===== src/design/scale2x_pixel_upscaler_unit_defines.svh =====
// ----------------------------------------------------------------------------
// Scale2x upscaler assertion macros
// Shared property wrappers for the checks at the end of the top level.
// ----------------------------------------------------------------------------
`ifndef SCALE2X_PIXEL_UPSCALER_UNIT_DEFINES_SVH
`define SCALE2X_PIXEL_UPSCALER_UNIT_DEFINES_SVH

// Same-cycle implication, checked on every clock outside of reset.
`define SX2_ASSERT_IMPL(lbl, ante, cons, msg) \
  lbl: assert property (@(posedge clk) disable iff (!rst_n) (ante) |-> (cons)) \
    else $error(msg);

// Next-cycle implication, checked on every clock outside of reset.
`define SX2_ASSERT_NEXT(lbl, ante, cons, msg) \
  lbl: assert property (@(posedge clk) disable iff (!rst_n) (ante) |=> (cons)) \
    else $error(msg);

`endif


===== src/design/sx2_pkg.sv =====
// ----------------------------------------------------------------------------
// sx2_pkg
// Types, constants and the Scale2x rule shared by the upscaler modules.
// ----------------------------------------------------------------------------
package sx2_pkg;

  localparam int PIX_W  = 32;
  localparam int MAX_W  = 1024;
  localparam int COL_W  = $clog2(MAX_W);
  localparam int MAX_H  = 4096;
  localparam int ROW_W  = $clog2(MAX_H);
  localparam int WID_W  = 11;
  localparam int HGT_W  = 13;
  localparam int CFG_W  = 13;
  localparam int BANK_N = 3;
  localparam int BANK_W = 2;
  localparam int QDEPTH = 2;

  typedef enum logic [0:0] {
    CFG_WIDTH  = 1'b0,
    CFG_HEIGHT = 1'b1
  } cfg_idx_t;

  typedef logic [BANK_W-1:0] bank_sel_t;

  // One classified source pixel with the line store words it needs.
  typedef struct packed {
    logic [PIX_W-1:0] pixel;
    logic [COL_W-1:0] col;
    logic [ROW_W-1:0] row;
    logic             row_end;
    logic             last_row;
    logic [PIX_W-1:0] r1_next;
    logic [PIX_W-1:0] r2_cur;
  } item_t;

  typedef struct packed {
    logic [PIX_W-1:0] tl;
    logic [PIX_W-1:0] tr;
    logic [PIX_W-1:0] bl;
    logic [PIX_W-1:0] br;
  } blk_t;

  // P centre, A above, B right, C left, D below.
  function automatic blk_t sx2_rule(input logic [PIX_W-1:0] p, input logic [PIX_W-1:0] a,
                                    input logic [PIX_W-1:0] b, input logic [PIX_W-1:0] c,
                                    input logic [PIX_W-1:0] d);
    blk_t r;
    r.tl = (c == a && c != d && a != b) ? a : p;
    r.tr = (a == b && a != c && b != d) ? b : p;
    r.bl = (d == c && d != b && c != a) ? c : p;
    r.br = (b == d && b != a && d != c) ? d : p;
    return r;
  endfunction

endpackage


===== src/design/sx2_fifo.sv =====
// ----------------------------------------------------------------------------
// sx2_fifo
// Short request queue between the classifying front and the block engine.
// ----------------------------------------------------------------------------
module sx2_fifo
  import sx2_pkg::*;
(
  input  logic  clk,
  input  logic  rst_n,
  input  logic  push_valid,
  output logic  push_ready,
  input  item_t push_item,
  output logic  pop_valid,
  input  logic  pop_ready,
  output item_t pop_item
);

  localparam int PTR_W = $clog2(QDEPTH);
  localparam int CNT_W = $clog2(QDEPTH + 1);

  item_t            entry_r [QDEPTH];
  logic [PTR_W-1:0] wr_ptr_r, wr_ptr_nxt;
  logic [PTR_W-1:0] rd_ptr_r, rd_ptr_nxt;
  logic [CNT_W-1:0] cnt_r, cnt_nxt;
  logic             do_push, do_pop;

  assign pop_valid  = (cnt_r != '0);
  assign do_pop     = pop_valid && pop_ready;
  assign push_ready = (cnt_r != CNT_W'(QDEPTH)) || do_pop;
  assign do_push    = push_valid && push_ready;
  assign pop_item   = entry_r[rd_ptr_r];

  always_comb begin
    wr_ptr_nxt = do_push ? wr_ptr_r + 1'b1 : wr_ptr_r;
    rd_ptr_nxt = do_pop ? rd_ptr_r + 1'b1 : rd_ptr_r;
    cnt_nxt    = cnt_r;
    if (do_push && !do_pop) begin
      cnt_nxt = cnt_r + 1'b1;
    end else if (do_pop && !do_push) begin
      cnt_nxt = cnt_r - 1'b1;
    end
  end

  always_ff @(posedge clk) begin
    if (!rst_n) begin
      wr_ptr_r <= '0;
      rd_ptr_r <= '0;
      cnt_r    <= '0;
    end else begin
      wr_ptr_r <= wr_ptr_nxt;
      rd_ptr_r <= rd_ptr_nxt;
      cnt_r    <= cnt_nxt;
    end
  end

  always_ff @(posedge clk) begin
    if (do_push) begin
      entry_r[wr_ptr_r] <= push_item;
    end
  end

endmodule


===== config.mk =====
export PLATFORM = sky130hd
export DESIGN_NAME = sx2_fifo
export DESIGN_NICKNAME = d
export VERILOG_FILES = /design/src/design/scale2x_pixel_upscaler_unit_defines.svh /design/src/design/sx2_pkg.sv /design/src/design/sx2_fifo.sv
export SDC_FILE = /design/constraint.sdc
export NUM_CORES = 1
export LEC_CHECK = 0
export BUFFER_PORTS_ARGS = -buffer_cell sky130_fd_sc_hd__buf_2
export CORE_MARGIN = 1
export CORE_UTILIZATION = 52
export DETAILED_ROUTE_END_ITERATION = 8
export PLACE_DENSITY = 0.81
export SKIP_LAST_GASP = 1
export SYNTH_ARGS = -nofsm -noshare
export SYNTH_HDL_FRONTEND = slang
export SYNTH_SLANG_ARGS = --single-unit

===== constraint.sdc =====
create_clock -name clk -period 3.8 [get_ports clk]
set_input_delay 0.38 -clock clk [delete_from_list [all_inputs] [get_ports clk]]
set_output_delay 0.38 -clock clk [all_outputs]
set_load 0.005 [all_outputs]

==> metrics.cfg <==
[die]
design.die.area_um2=17600
io_pins=246
die_h_um=133
die_w_um=133
num_rows=47
core_um2=16600
start_util_pct=53.3

[cells_and_area]
layout_common_cells=245 x buf_2, 240 x edfxtp_1, 120 x mux2_2
n_fill_cell=1137
drive_gt1_share_pct=60.3
multi_input_area_um2=1510
post-route-util_pct=66.6
seqCellArea_um2=7310
layout_commonest_cell=buf_2
nets=787
syn2layout_area_growth_pct=25.0

[flow_run]
cap_violations=0

[clock_tree]
cts-resized-gates=0
root_buffer=clkbuf_16
cts_sinks=245
post-cts-setup-buffer-count=0
hold_buffers=0
clockBufferDepth=3
cts_tree=built
clkLatencyLatePin_ps=490
clk_pin_slew_worst_paths_ps=60
htree_levels=1
numCtsBuffers=23

[placed_design]
dp_hpwl_um=10800
globalplace.congestion=0.710
port_buffers=245

[logic_synthesis]
synth_mux_area_share_pct=15.2
synth_top_area_share_pct=81.2
synth_nets=522
synth_top_cells_by_area=edfxtp_1 81%, mux2_2 15%, dfxtp_1 1.1%
synthCells=397
yosys.area.top_type=edfxtp_1
ys_seq_area_share_pct=82.3
ys_ff_latch=245
synth_top_family_by_area=multiplexers
ys_types=19
avgSynthCellArea_um2=22.4
synth-compound-area-share_pct=0.296
synth_fa_ha_area_share_pct=0.141
yosys.area_share.simple_pct=0.959
synth_warnings=0
synth_xor_area_share_pct=0.296
synth_area_um2=8870

[detailed_routing]
wl_met2_um=8240
top_layer_used=met4
drt_first_pass_iters=4
ant_nets=0
vias=4587
wirelength_um=16200
wl_met1_um=6380
dr_wl_met3_um=1280
wire_per_inst_um=18.1
vias_per_cell=5.11
drc_errors=0
drtIter0Drc=221

[pwr]
irDropWorstVdd_v=0.000469
power.density_nw_per_um2=623
p_leak_uw=0.00413
total_power_uw=6910

[timing]
hold_viol=0
finalCritPeriodShare_pct=66.2
tightest_slew_ps=907
maxSlewHeadroom_pct=39.6
slew_viol_final=0
whs_ps=80.7
final.setup_skew_ps=3.64
fin_crit_ps=2520
setup_viol=0
tns_ps=0
clock.fmax_mhz=398
rsz0062_at_grt=false

[worst_setup_path]
worst_path_max_delay_cell=dfxtp_4
cp-end-kind=primary output
crit_path_start_kind=register
path_cells=buf_4 > mux2_2 > buf_2
r2r_end=entry_r[0][57]
r2r_slack_ps=1600
arrival_ps=2140
cp_max_fo=36
slowest_delay_ps=590
required_ps=3420
r2r_cells=4
criticalPathCategory=reg -> out
timing.rr.start=cnt_r[0]

[grt]
grt_pass1_wl_um=25000
gr-total-overflow=0
grt_max_degree=63
grt_pass1_vias=4876
antenna_found_initial=1
grt_use_total_pct=18.3

[hold_path]
holdPathStages=1
hp-start=push_item[71]
whs_endpoint=entry_r[1][71]
min_path_type=in -> reg

[status]
status=finished clean

==> how the worst max path moves through the flow <==
stage	end	slack (ps)	cells after the start
final	pop_item[82]	1280	3
after detailed placement	entry_r[0][86]	1560	5
after global placement	entry_r[0][88]	1630	5
after floorplan	entry_r[0][0]	860	3
after global routing	pop_item[82]	1160	3
after CTS	pop_item[82]	1230	3
==> cells by family after synthesis <==
group / after synthesis
AOI/OAI and AO/OA: 4
xor gates and xnor gates: 3
adders and majority gates: 1
buffers and inverters: 13
DFF: 245
muxes: 120
and+or+nand+nor: 11
==> stage by stage <==
step	std cells	area [um^2]	setup WS (ps)
6_report	898	11100	1280
5_1_grt	897	11100	1160
4_1_cts	897	11100	1230
3_5_place_dp	857	10400	1560
3_3_place_gp	857	10400	1630
2_1_floorplan	397	8870	862
==> routing by layer <==
metal | track usage, % | up-vias
met4 | 5.56 | 0
li1 | - | 2107
met5 | 0 | -
met1 | 22.4 | 2263
met3 | 5.10 | 37
met2 | 31.7 | 180
==> synth_stat cells <==
cell	number
nor2b_4	1
o21ai_0	2
and2_1	3
nand2_1	1
or2_2	1
mux2_2	120
and3_2	1
nand4b_1	1
or3_1	1
or3b_4	1
buf_2	13
xnor2_1	2
and2_4	1
ha_1	1
a21boi_1	1
xor2_1	1
dfxtp_1	5
edfxtp_1	240
o21ai_2	1
==> sequential cells by signal (all words and copies together), names as in the netlist, named ones only <==
signal / cells
rd_ptr_r: 1
wr_ptr_r: 1
cnt_r: 2
entry_r: 240
==> area by class of cell <==
cell class                 count  share of cell area (%)
timing repair buffer         253                    11.7
tap                          220                    2.48
multi-input combinational    139                    13.6
antenna                        1                  0.0226
sequential                   245                    65.9
clock inverter                11                   0.880
clock buffer                  29                    5.39
==> report_power, final <==
| group | internal (uW) | total [uW] | switching (uW) |
|---|---|---|---|
| clock | 1240 | 2130 | 884 |
| combinational | 741 | 1380 | 643 |
| sequential | 3290 | 3400 | 109 |
| total | 5270 | 6910 | 1630 |
==> worst max-delay path, delay by kind of cell (launching register included) <==
kind	cells	cell delay (ps)
flops	1	590
buf+inv	2	620
mux	1	410
Note: power is estimated with default switching activity, not from simulation.
