File: src/design/scale2x_pixel_upscaler_unit_defines.svh
// ----------------------------------------------------------------------------
// Scale2x upscaler assertion macros
// Shared property wrappers for the checks at the end of the top level.
// ----------------------------------------------------------------------------
`ifndef SCALE2X_PIXEL_UPSCALER_UNIT_DEFINES_SVH
`define SCALE2X_PIXEL_UPSCALER_UNIT_DEFINES_SVH

// Same-cycle implication, checked on every clock outside of reset.
`define SX2_ASSERT_IMPL(lbl, ante, cons, msg) \
  lbl: assert property (@(posedge clk) disable iff (!rst_n) (ante) |-> (cons)) \
    else $error(msg);

// Next-cycle implication, checked on every clock outside of reset.
`define SX2_ASSERT_NEXT(lbl, ante, cons, msg) \
  lbl: assert property (@(posedge clk) disable iff (!rst_n) (ante) |=> (cons)) \
    else $error(msg);

`endif

File: src/design/sx2_pkg.sv
// ----------------------------------------------------------------------------
// sx2_pkg
// Types, constants and the Scale2x rule shared by the upscaler modules.
// ----------------------------------------------------------------------------
package sx2_pkg;

  localparam int PIX_W  = 32;
  localparam int MAX_W  = 1024;
  localparam int COL_W  = $clog2(MAX_W);
  localparam int MAX_H  = 4096;
  localparam int ROW_W  = $clog2(MAX_H);
  localparam int WID_W  = 11;
  localparam int HGT_W  = 13;
  localparam int CFG_W  = 13;
  localparam int BANK_N = 3;
  localparam int BANK_W = 2;
  localparam int QDEPTH = 2;

  typedef enum logic [0:0] {
    CFG_WIDTH  = 1'b0,
    CFG_HEIGHT = 1'b1
  } cfg_idx_t;

  typedef logic [BANK_W-1:0] bank_sel_t;

  // One classified source pixel with the line store words it needs.
  typedef struct packed {
    logic [PIX_W-1:0] pixel;
    logic [COL_W-1:0] col;
    logic [ROW_W-1:0] row;
    logic             row_end;
    logic             last_row;
    logic [PIX_W-1:0] r1_next;
    logic [PIX_W-1:0] r2_cur;
  } item_t;

  typedef struct packed {
    logic [PIX_W-1:0] tl;
    logic [PIX_W-1:0] tr;
    logic [PIX_W-1:0] bl;
    logic [PIX_W-1:0] br;
  } blk_t;

  // P centre, A above, B right, C left, D below.
  function automatic blk_t sx2_rule(input logic [PIX_W-1:0] p, input logic [PIX_W-1:0] a,
                                    input logic [PIX_W-1:0] b, input logic [PIX_W-1:0] c,
                                    input logic [PIX_W-1:0] d);
    blk_t r;
    r.tl = (c == a && c != d && a != b) ? a : p;
    r.tr = (a == b && a != c && b != d) ? b : p;
    r.bl = (d == c && d != b && c != a) ? c : p;
    r.br = (b == d && b != a && d != c) ? d : p;
    return r;
  endfunction

endpackage

File: src/design/sx2_back.sv
// ----------------------------------------------------------------------------
// sx2_back
// Block engine: keeps a sliding window of the row above plus the recent pixels
// of the current row; emits one 2x2 block per cycle while the output is free.
// ----------------------------------------------------------------------------
module sx2_back
  import sx2_pkg::*;
(
  input  logic             clk,
  input  logic             rst_n,
  input  logic             q_valid,
  output logic             q_pop,
  input  item_t            q_item,
  output logic             out_valid,
  input  logic             out_ready,
  output logic [PIX_W-1:0] out_top_left,
  output logic [PIX_W-1:0] out_top_right,
  output logic [PIX_W-1:0] out_bottom_left,
  output logic [PIX_W-1:0] out_bottom_right,
  output logic [COL_W-1:0] out_src_col,
  output logic [ROW_W-1:0] out_src_row,
  output logic             out_run_last,
  output logic             out_frame_last
);

  // Blocks a single request can cause, in emission order.
  localparam int BLK_ABOVE = 0;
  localparam int BLK_LEFT  = 1;
  localparam int BLK_SELF  = 2;
  localparam int BLK_N     = 3;

  logic [PIX_W-1:0] w_prev_r, w_cur_r, r1_first_r, first_now_r, h1_r, h2_r;
  logic [BLK_N-1:0] done_r, done_nxt;
  logic             out_valid_r, out_valid_nxt;
  blk_t             blk_r;
  logic [COL_W-1:0] col_out_r;
  logic [ROW_W-1:0] row_out_r;
  logic             run_last_r, frame_last_r;

  logic [BLK_N-1:0] need, rem, pick;
  logic [PIX_W-1:0] cur, p, a, b, c, d;
  logic [COL_W-1:0] col_sel;
  logic [ROW_W-1:0] row_sel;
  logic             col_zero, is_last, out_free, emit, retire;
  blk_t             blk;

  assign col_zero = (q_item.col == '0);
  assign cur      = col_zero ? r1_first_r : w_cur_r;

  always_comb begin
    need[BLK_ABOVE] = (q_item.row != '0);
    need[BLK_LEFT]  = q_item.last_row && !col_zero;
    need[BLK_SELF]  = q_item.last_row && q_item.row_end;
    rem  = need & ~done_r;
    pick = rem & (~rem + 1'b1);
    is_last = ((rem & ~pick) == '0);
  end

  assign out_free = !out_valid_r || out_ready;
  assign emit     = q_valid && (rem != '0) && out_free;
  assign retire   = q_valid && ((rem == '0) || (emit && is_last));
  assign q_pop    = retire;

  // Neighbours outside the frame fall back to the centre pixel.
  always_comb begin
    p = q_item.pixel;
    a = q_item.pixel;
    b = q_item.pixel;
    c = h1_r;
    d = q_item.pixel;
    col_sel = q_item.col;
    row_sel = q_item.row;
    if (pick[BLK_ABOVE]) begin
      p = cur;
      a = (q_item.row > ROW_W'(1)) ? q_item.r2_cur : cur;
      b = q_item.row_end ? cur : q_item.r1_next;
      c = col_zero ? cur : w_prev_r;
      d = q_item.pixel;
      row_sel = q_item.row - 1'b1;
    end else if (pick[BLK_LEFT]) begin
      p = h1_r;
      a = (q_item.row != '0) ? w_prev_r : h1_r;
      b = q_item.pixel;
      c = (q_item.col > COL_W'(1)) ? h2_r : h1_r;
      d = h1_r;
      col_sel = q_item.col - 1'b1;
    end else begin
      p = q_item.pixel;
      a = (q_item.row != '0) ? cur : q_item.pixel;
      b = q_item.pixel;
      c = col_zero ? q_item.pixel : h1_r;
      d = q_item.pixel;
    end
    blk = sx2_rule(p, a, b, c, d);
  end

  always_comb begin
    done_nxt = done_r;
    if (retire) begin
      done_nxt = '0;
    end else if (emit) begin
      done_nxt = done_r | pick;
    end
    out_valid_nxt = emit ? 1'b1 : (out_ready ? 1'b0 : out_valid_r);
  end

  always_ff @(posedge clk) begin
    if (!rst_n) begin
      done_r      <= '0;
      out_valid_r <= 1'b0;
    end else begin
      done_r      <= done_nxt;
      out_valid_r <= out_valid_nxt;
    end
  end

  always_ff @(posedge clk) begin
    if (emit) begin
      blk_r        <= blk;
      col_out_r    <= col_sel;
      row_out_r    <= row_sel;
      run_last_r   <= is_last;
      frame_last_r <= pick[BLK_SELF];
    end
    if (retire) begin
      w_prev_r <= cur;
      w_cur_r  <= q_item.r1_next;
      h2_r     <= h1_r;
      h1_r     <= q_item.pixel;
      if (col_zero) begin
        first_now_r <= q_item.pixel;
      end
      if (q_item.row_end) begin
        r1_first_r <= col_zero ? q_item.pixel : first_now_r;
      end
    end
  end

  assign out_valid        = out_valid_r;
  assign out_top_left     = blk_r.tl;
  assign out_top_right    = blk_r.tr;
  assign out_bottom_left  = blk_r.bl;
  assign out_bottom_right = blk_r.br;
  assign out_src_col      = col_out_r;
  assign out_src_row      = row_out_r;
  assign out_run_last     = run_last_r;
  assign out_frame_last   = frame_last_r;

endmodule
File: config.mk
export PLATFORM = sky130hd
export DESIGN_NAME = sx2_back
export DESIGN_NICKNAME = d
export VERILOG_FILES = /design/src/design/scale2x_pixel_upscaler_unit_defines.svh /design/src/design/sx2_pkg.sv /design/src/design/sx2_back.sv
export SDC_FILE = /design/constraint.sdc
export NUM_CORES = 1
export LEC_CHECK = 0
export BUFFER_PORTS_ARGS = -buffer_cell sky130_fd_sc_hd__buf_4
export CORE_ASPECT_RATIO = 1.25
export CORE_UTILIZATION = 50
export DETAILED_ROUTE_END_ITERATION = 16
export GPL_TIMING_DRIVEN = 0
export PLACE_DENSITY = 0.71
export SYNTH_ARGS = -nofsm -noshare
export SYNTH_HDL_FRONTEND = slang
export SYNTH_SLANG_ARGS = --single-unit
File: constraint.sdc
create_clock -name clk -period 23.2 [get_ports clk]
set_input_delay 4.64 -clock clk [delete_from_list [all_inputs] [get_ports clk]]
set_output_delay 4.64 -clock clk [all_outputs]
set_load 0.005 [all_outputs]
==> metrics.txt, run 1 <==
status=finished clean; Fin Clk Skew=slightly below 30 ps; GPL Wtd Cong=1.062; Req. time, crit path=18560 ps; Worst Setup End Kind=output port; most frequent cell on the critical path=nand2_1; drt initial violations=2620; number of setup buffers added after CTS=0; P_int=1.217 mW; hold_sp=done_r[1]; Setup-failing EPs final=0; grt met1 use=0.5430; Final ANT Viol Nets=0; area growth from synthesis to layout=20.75%; total wire length=between 80 and 90 mm; Resize count post-CTS=0; WL/cell=31.74 um; Worst Hold Path EP=done_r[1]; arrival time worst endpoint=10220 ps; yosys warns=0; post-route cell area=roughly 0.023 sq mm; initial antenna violation count=0; max_cap viols=0; Pins Over Slew Limit=0; global-route usage over all layers=0.4103; top fanout value on the critical path=72; clock share of power=0.349; IO Count=278; P_leak=8.766 nW; Hold Fails Final Rpt=0; clk buf depth=3; post-route clock period utilization=0.6406; DRC viols=0; Mapped Cells=1722; Pre-Repair DR Iteration Count=6; Vias per Instance=6.509; nets@finish=2168; Cell Area, Placed=0.02212 sq mm; fmax=67.29 MHz; clock root buffer=clkbuf_16; final setup margin=8339 ps; Distinct cells, synth=64; CTS tree=done; dominant cell type by area after synthesis=edfxtp_1; EDFF count, synth=344; Yosys top cell area share=0.5352; Ant. Diodes=0; Placed Cells=around 2500; WS Path Type=input port to output port; Hold Crit Class=register to register; Pwr per Cell Area=roughly 74 mW/mm^2; total net switching power=510.6 uW; Setup TNS Final=0 ps; Die Height=between 200 and 250 um; Place WS=8677 ps; actual slew at the worst max-slew pin=roughly 1500 ps; Crit path max-delay family=buffers and inverters; post-synthesis sequential area ratio=0.5393; Sequential Power Share=0.443; clk_lat worst skew=570 ps; Die W=~180 um; synthesized flop and latch total=348; hold path cells=2; grt ovf=0; Post-synth top flop=edfxtp_1; Clock transition at path regs=roughly 60 ps; R2R Path Start=done_r[0]; reg-to-reg setup timing slack=16900 ps; worst hold margin=493.4 ps; slowest stage delay, CP=just over 900 ps; Tot Pwr=1.728 mW; FILL cells=a little over 3000; final cell utilization of the core=0.6111; largest net degree at the start of global routing=91; Cell Count, Final, Fillers Out=2552; Synth area leaders=edfxtp_1 54%, mux2i_1 10%, nand2_1 5.7%; crit start category=input port; met3 GRT Util=0.08951; post-synthesis async set-or-reset flop share=0; Initial Util=0.5061; CTS sink count=348; commonest cells in the netlist=344 x edfxtp_1, 292 x nand2_1, 198 x mux2i_1; min Tclk post-route=14860 ps; crit path cell chain=buf_4 -> nor4_1 -> nand4_1 -> nand2_1 -> clkbuf_1 -> clkbuf_1 -> clkbuf_1 -> nand2_1 -> o21ai_0 -> nor2b_4 -> nand2_1 -> o21ai_0 -> nand2_1 -> inv_6 -> buf_4; layout cells sized above 1=0.2112; RSZ-0062 raised after global routing=no; Slew HR=0.02133; Post-Syn Area=0.01930 sq mm; CP max-delay cell=clkbuf_1; core area=0.03814 sq mm; top-count cell post-synth=edfxtp_1; Vias=~17000; Worst path depth=15; Rows=80; Gate power share=0.209; R2R cell count=14; VDD IR max=slightly above 0.07 mV; Post-Syn Nets=around 1900; global-route wire length before repair=~110 mm; Buf/Inv on CP=6; vias in the first global route=15900; GRT Max-Usage Layer=met2; Switching Fraction=0.2956; Die ar.=0.03940 sq mm; IO buf count=276; Syn Area/Cell=11.21 sq um; cts hold-fix bufs=0; detailed placer's ending HPWL=64.36 mm; Num CTS Buffers=35; H-tree Lvls=2; reg2reg end=out_top_left[10]; met2 usage=0.6236
==> registers in the layout, summed over array words and instances (netlist names) <==
name,count
w_prev_r,32
out_src_col,10
h2_r,32
first_now_r,32
out_run_last,1
out_frame_last,1
done_r,3
w_cur_r,32
r1_first_r,32
out_top_left,32
out_bottom_left,32
out_src_row,12
out_bottom_right,32
out_valid,1
out_top_right,32
h1_r,32
==> routing by layer <==
metal  wire (um)  vias to the layer above
met5           0                        -
met4        5159                        0
met3        9214                      258
met2       36170                     1324
met1       30470                     8016
li1            -                     7012
==> power by group through the flow <==
stage,clock [mW],sequential (mW),combinational [mW]
global route,0.623,0.767,0.373
CTS,0.604,0.764,0.348
detailed placement,0,0.777,0.346
finish,0.603,0.765,0.360
global placement,0,0.787,0.339
floorplan,0,0.781,0.173
==> placed cells by master (no fill, tap or decap), types with 23 or more instances in the layout <==
cell / n
a21oi_1: 103
and3_1: 28
buf_2: 26
buf_4: 284
clkbuf_1: 63
clkbuf_16: 35
edfxtp_1: 344
inv_1: 25
mux2_2: 36
mux2i_1: 198
nand2_1: 292
nand4_1: 26
nor2_1: 95
o21ai_0: 40
o31a_1: 24
o31ai_1: 23
xnor2_1: 57
xor2_1: 90
==> cell families (layout without fill, tap and decap cells) <==
family	count (synthesis)	in the layout	synth area share
XOR/XNOR	147	147	0.06671
flip-flops	348	348	0.5393
AO/OA/AOI/OAI	311	311	0.1085
multiplexers	236	236	0.1249
AND/OR/NAND/NOR	532	532	0.1241
adder cells (fa/ha/maj)	4	4	0.002593
buffers and inverters	144	482	0.03397
==> area by class of cell <==
cell class | instances | area [sq um] | area share
Buffer | 118 | 558.0 | 0.02394
Clock buffer | 36 | 879.6 | 0.03774
Clock inverter | 21 | 310.3 | 0.01331
Inverter | 26 | 102.6 | 0.004402
Multi-Input combinational cell | 1230 | 8250 | 0.3540
Sequential cell | 348 | 10410 | 0.4467
Tap cell | 492 | 615.6 | 0.02641
Timing Repair Buffer | 281 | 2180 | 0.09352
==> worst max-delay path by stage <==
stage | start | to | slack, ps
floorplan | q_item[66] | q_pop | 2230
global placement | q_item[66] | q_pop | -3400
finish | q_item[69] | q_pop | 8340
CTS | q_item[68] | q_pop | 8680
global route | q_item[68] | q_pop | 8140
detailed placement | q_item[68] | q_pop | 8680
==> worst register-to-register path, cell delays in order (launching register included) <==
cell      delay, ps
dfxtp_1         310
clkbuf_1        400
inv_1           350
nand2_1         490
clkbuf_1        460
clkbuf_1        650
a31oi_1         160
a21oi_1         620
xor2_1          340
nor4_1          580
nand4_1         260
nor4_4          470
nand3_2         290
buf_6           270
mux2i_1         400
Power figures use the tool's default switching activity.
==> run 2, diff against run 1 <==
- clock period: 23.2 -> 13.9 ns (I/O delays scaled with it)
==> metrics.txt, run 2 (synthesized netlist as in run 1, its figures left out) <==
status=finished clean; fmax=91.28 MHz; CTS tree=done; global-route wire length before repair=112.8 mm (+0.11%); vias in the first global route=15690 (-1.3%); final setup margin=2944 ps (-5394 ps); Worst Setup End Kind=output port; Hold Crit Class=register to register; Vias=16450 (-0.95%); Clock transition at path regs=60 ps (about the same); hold path cells=2 (unchanged); Setup TNS Final=0 ps (unchanged); clock root buffer=clkbuf_16; WS Path Type=input port to output port; Resize count post-CTS=0 (unchanged); post-route cell area=0.02331 sq mm (about the same); Cell Area, Placed=0.02212 sq mm (unchanged); crit start category=input port; global-route usage over all layers=0.4118 (+0.001460); grt met1 use=0.5540 (+0.01099); Die W=177.7 um (unchanged); arrival time worst endpoint=8180 ps (-2040 ps); Final ANT Viol Nets=0 (unchanged); DRC viols=0 (unchanged); min Tclk post-route=10960 ps; Vias per Instance=6.427 (-1.3%); clk buf depth=3 (unchanged); commonest non-fill, non-tap cell in the layout=edfxtp_1; R2R cell count=14 (unchanged); nets@finish=2169 (+0.046%); Pre-Repair DR Iteration Count=8 (+2); layout cells sized above 1=0.2119 (+0.0007363); Hold Fails Final Rpt=0 (unchanged); cts hold-fix bufs=0 (unchanged); number of setup buffers added after CTS=0 (unchanged); IO Count=278 (unchanged); Die ar.=0.03940 sq mm (unchanged); CTS sink count=348 (unchanged); drt initial violations=2653 (+1.3%); WL/cell=31.88 um (+0.43%); Pwr per Cell Area=123.6 mW/mm^2 (+67%); clk_lat worst skew=560 ps (about the same); RSZ-0062 raised after global routing=no; total wire length=81.61 mm (+0.74%); top fanout value on the critical path=66 (-8.3%); area growth from synthesis to layout=20.79% (about the same); detailed placer's ending HPWL=65.23 mm (+1.4%); H-tree Lvls=2 (unchanged); met3 GRT Util=0.09465 (+0.005144); commonest non-fill, non-tap cells in the layout=344 x edfxtp_1, 292 x nand2_1, 284 x buf_4; Die Height=221.7 um (unchanged); max_cap viols=0 (unchanged); GPL Wtd Cong=1.042 (-1.9%); Rows=80 (unchanged); Pins Over Slew Limit=0 (unchanged); VDD IR max=0.1147 mV (+62%); post-route clock period utilization=0.7882; Num CTS Buffers=36 (+2.9%); Setup-failing EPs final=0 (unchanged); initial antenna violation count=0 (unchanged); met2 usage=0.6216 (-0.002016); Fin Clk Skew=36.27 ps (+6.906 ps); grt ovf=0 (unchanged); Req. time, crit path=11120 ps (-7440 ps); Initial Util=0.5061 (unchanged); P_leak=8.795 nW (+0.33%); largest net degree at the start of global routing=97 (+6.6%); GRT Max-Usage Layer=met2; actual slew at the worst max-slew pin=1431 ps (-29.73 ps); IO buf count=276 (unchanged); Place WS=3206 ps (-5471 ps); Slew HR=0.04124 (+0.01991); core area=0.03814 sq mm (unchanged)
run 2: layout make-up:
| type | instances | area (sq um) |
|---|---|---|
| fill | 3131 | 14820 |
| tap | 492 | 615.6 |
| sequential | 348 | 10410 |
| timing repair buffer | 281 | 2180 |
| inverter | 26 | 102.6 |
| multi-input combinational | 1230 | 8250 |
| antenna | 1 | 2.502 |
| clock inverter | 22 | 251.5 |
| buffer | 118 | 558.0 |
| clock buffer | 42 | 943.4 |
run 2: final timing paths:
check	slack (ps)	end	startpoint
worst max-delay path	2940	q_pop	q_item[69]
worst min-delay path	520	done_r[1]	done_r[1]
worst max register to register	7760	out_bottom_left[10]	done_r[0]
worst min register to register	520	done_r[1]	done_r[1]
run 2: worst max-delay path, cell delays in order:
cell	delay (ps)
buf_4	130
nor4_1	500
nand4_1	370
nand2_1	460
clkbuf_1	590
clkbuf_1	670
clkbuf_1	840
nand2_1	250
o21ai_0	420
nor2b_4	210
nand2_1	90
o21ai_0	80
nand2_1	230
inv_6	270
buf_4	240
run 2: through the flow:
step           total power [mW]  hold slack [ps]  utilization  cells
2_1_floorplan             1.586            450.5            -   1722
3_3_place_gp              1.875            465.5       0.5768   2490
3_5_place_dp              1.879            484.5       0.5799   2495
4_1_cts                   2.858            525.9       0.6113   2559
5_1_grt                   2.936            543.0       0.6113   2559
6_report                  2.881            520.7       0.6113   2560
run 2: routing by layer:
layer / wire length, um / vias up / part of all wire
met1: 31160 / 7897 / 0.38
met4: 4476 / 0 / 0.055
met3: 9598 / 226 / 0.12
met5: 0 / - / 0
met2: 36380 / 1302 / 0.45
li1: - / 7027 / -
run 2: where the power goes:
group	total (mW)	leakage (nW)	switching [mW]	internal (mW)
clock network	1.00	0.587	0.432	0.568
registers	1.28	3.26	0.0315	1.24
logic	0.605	4.95	0.396	0.209
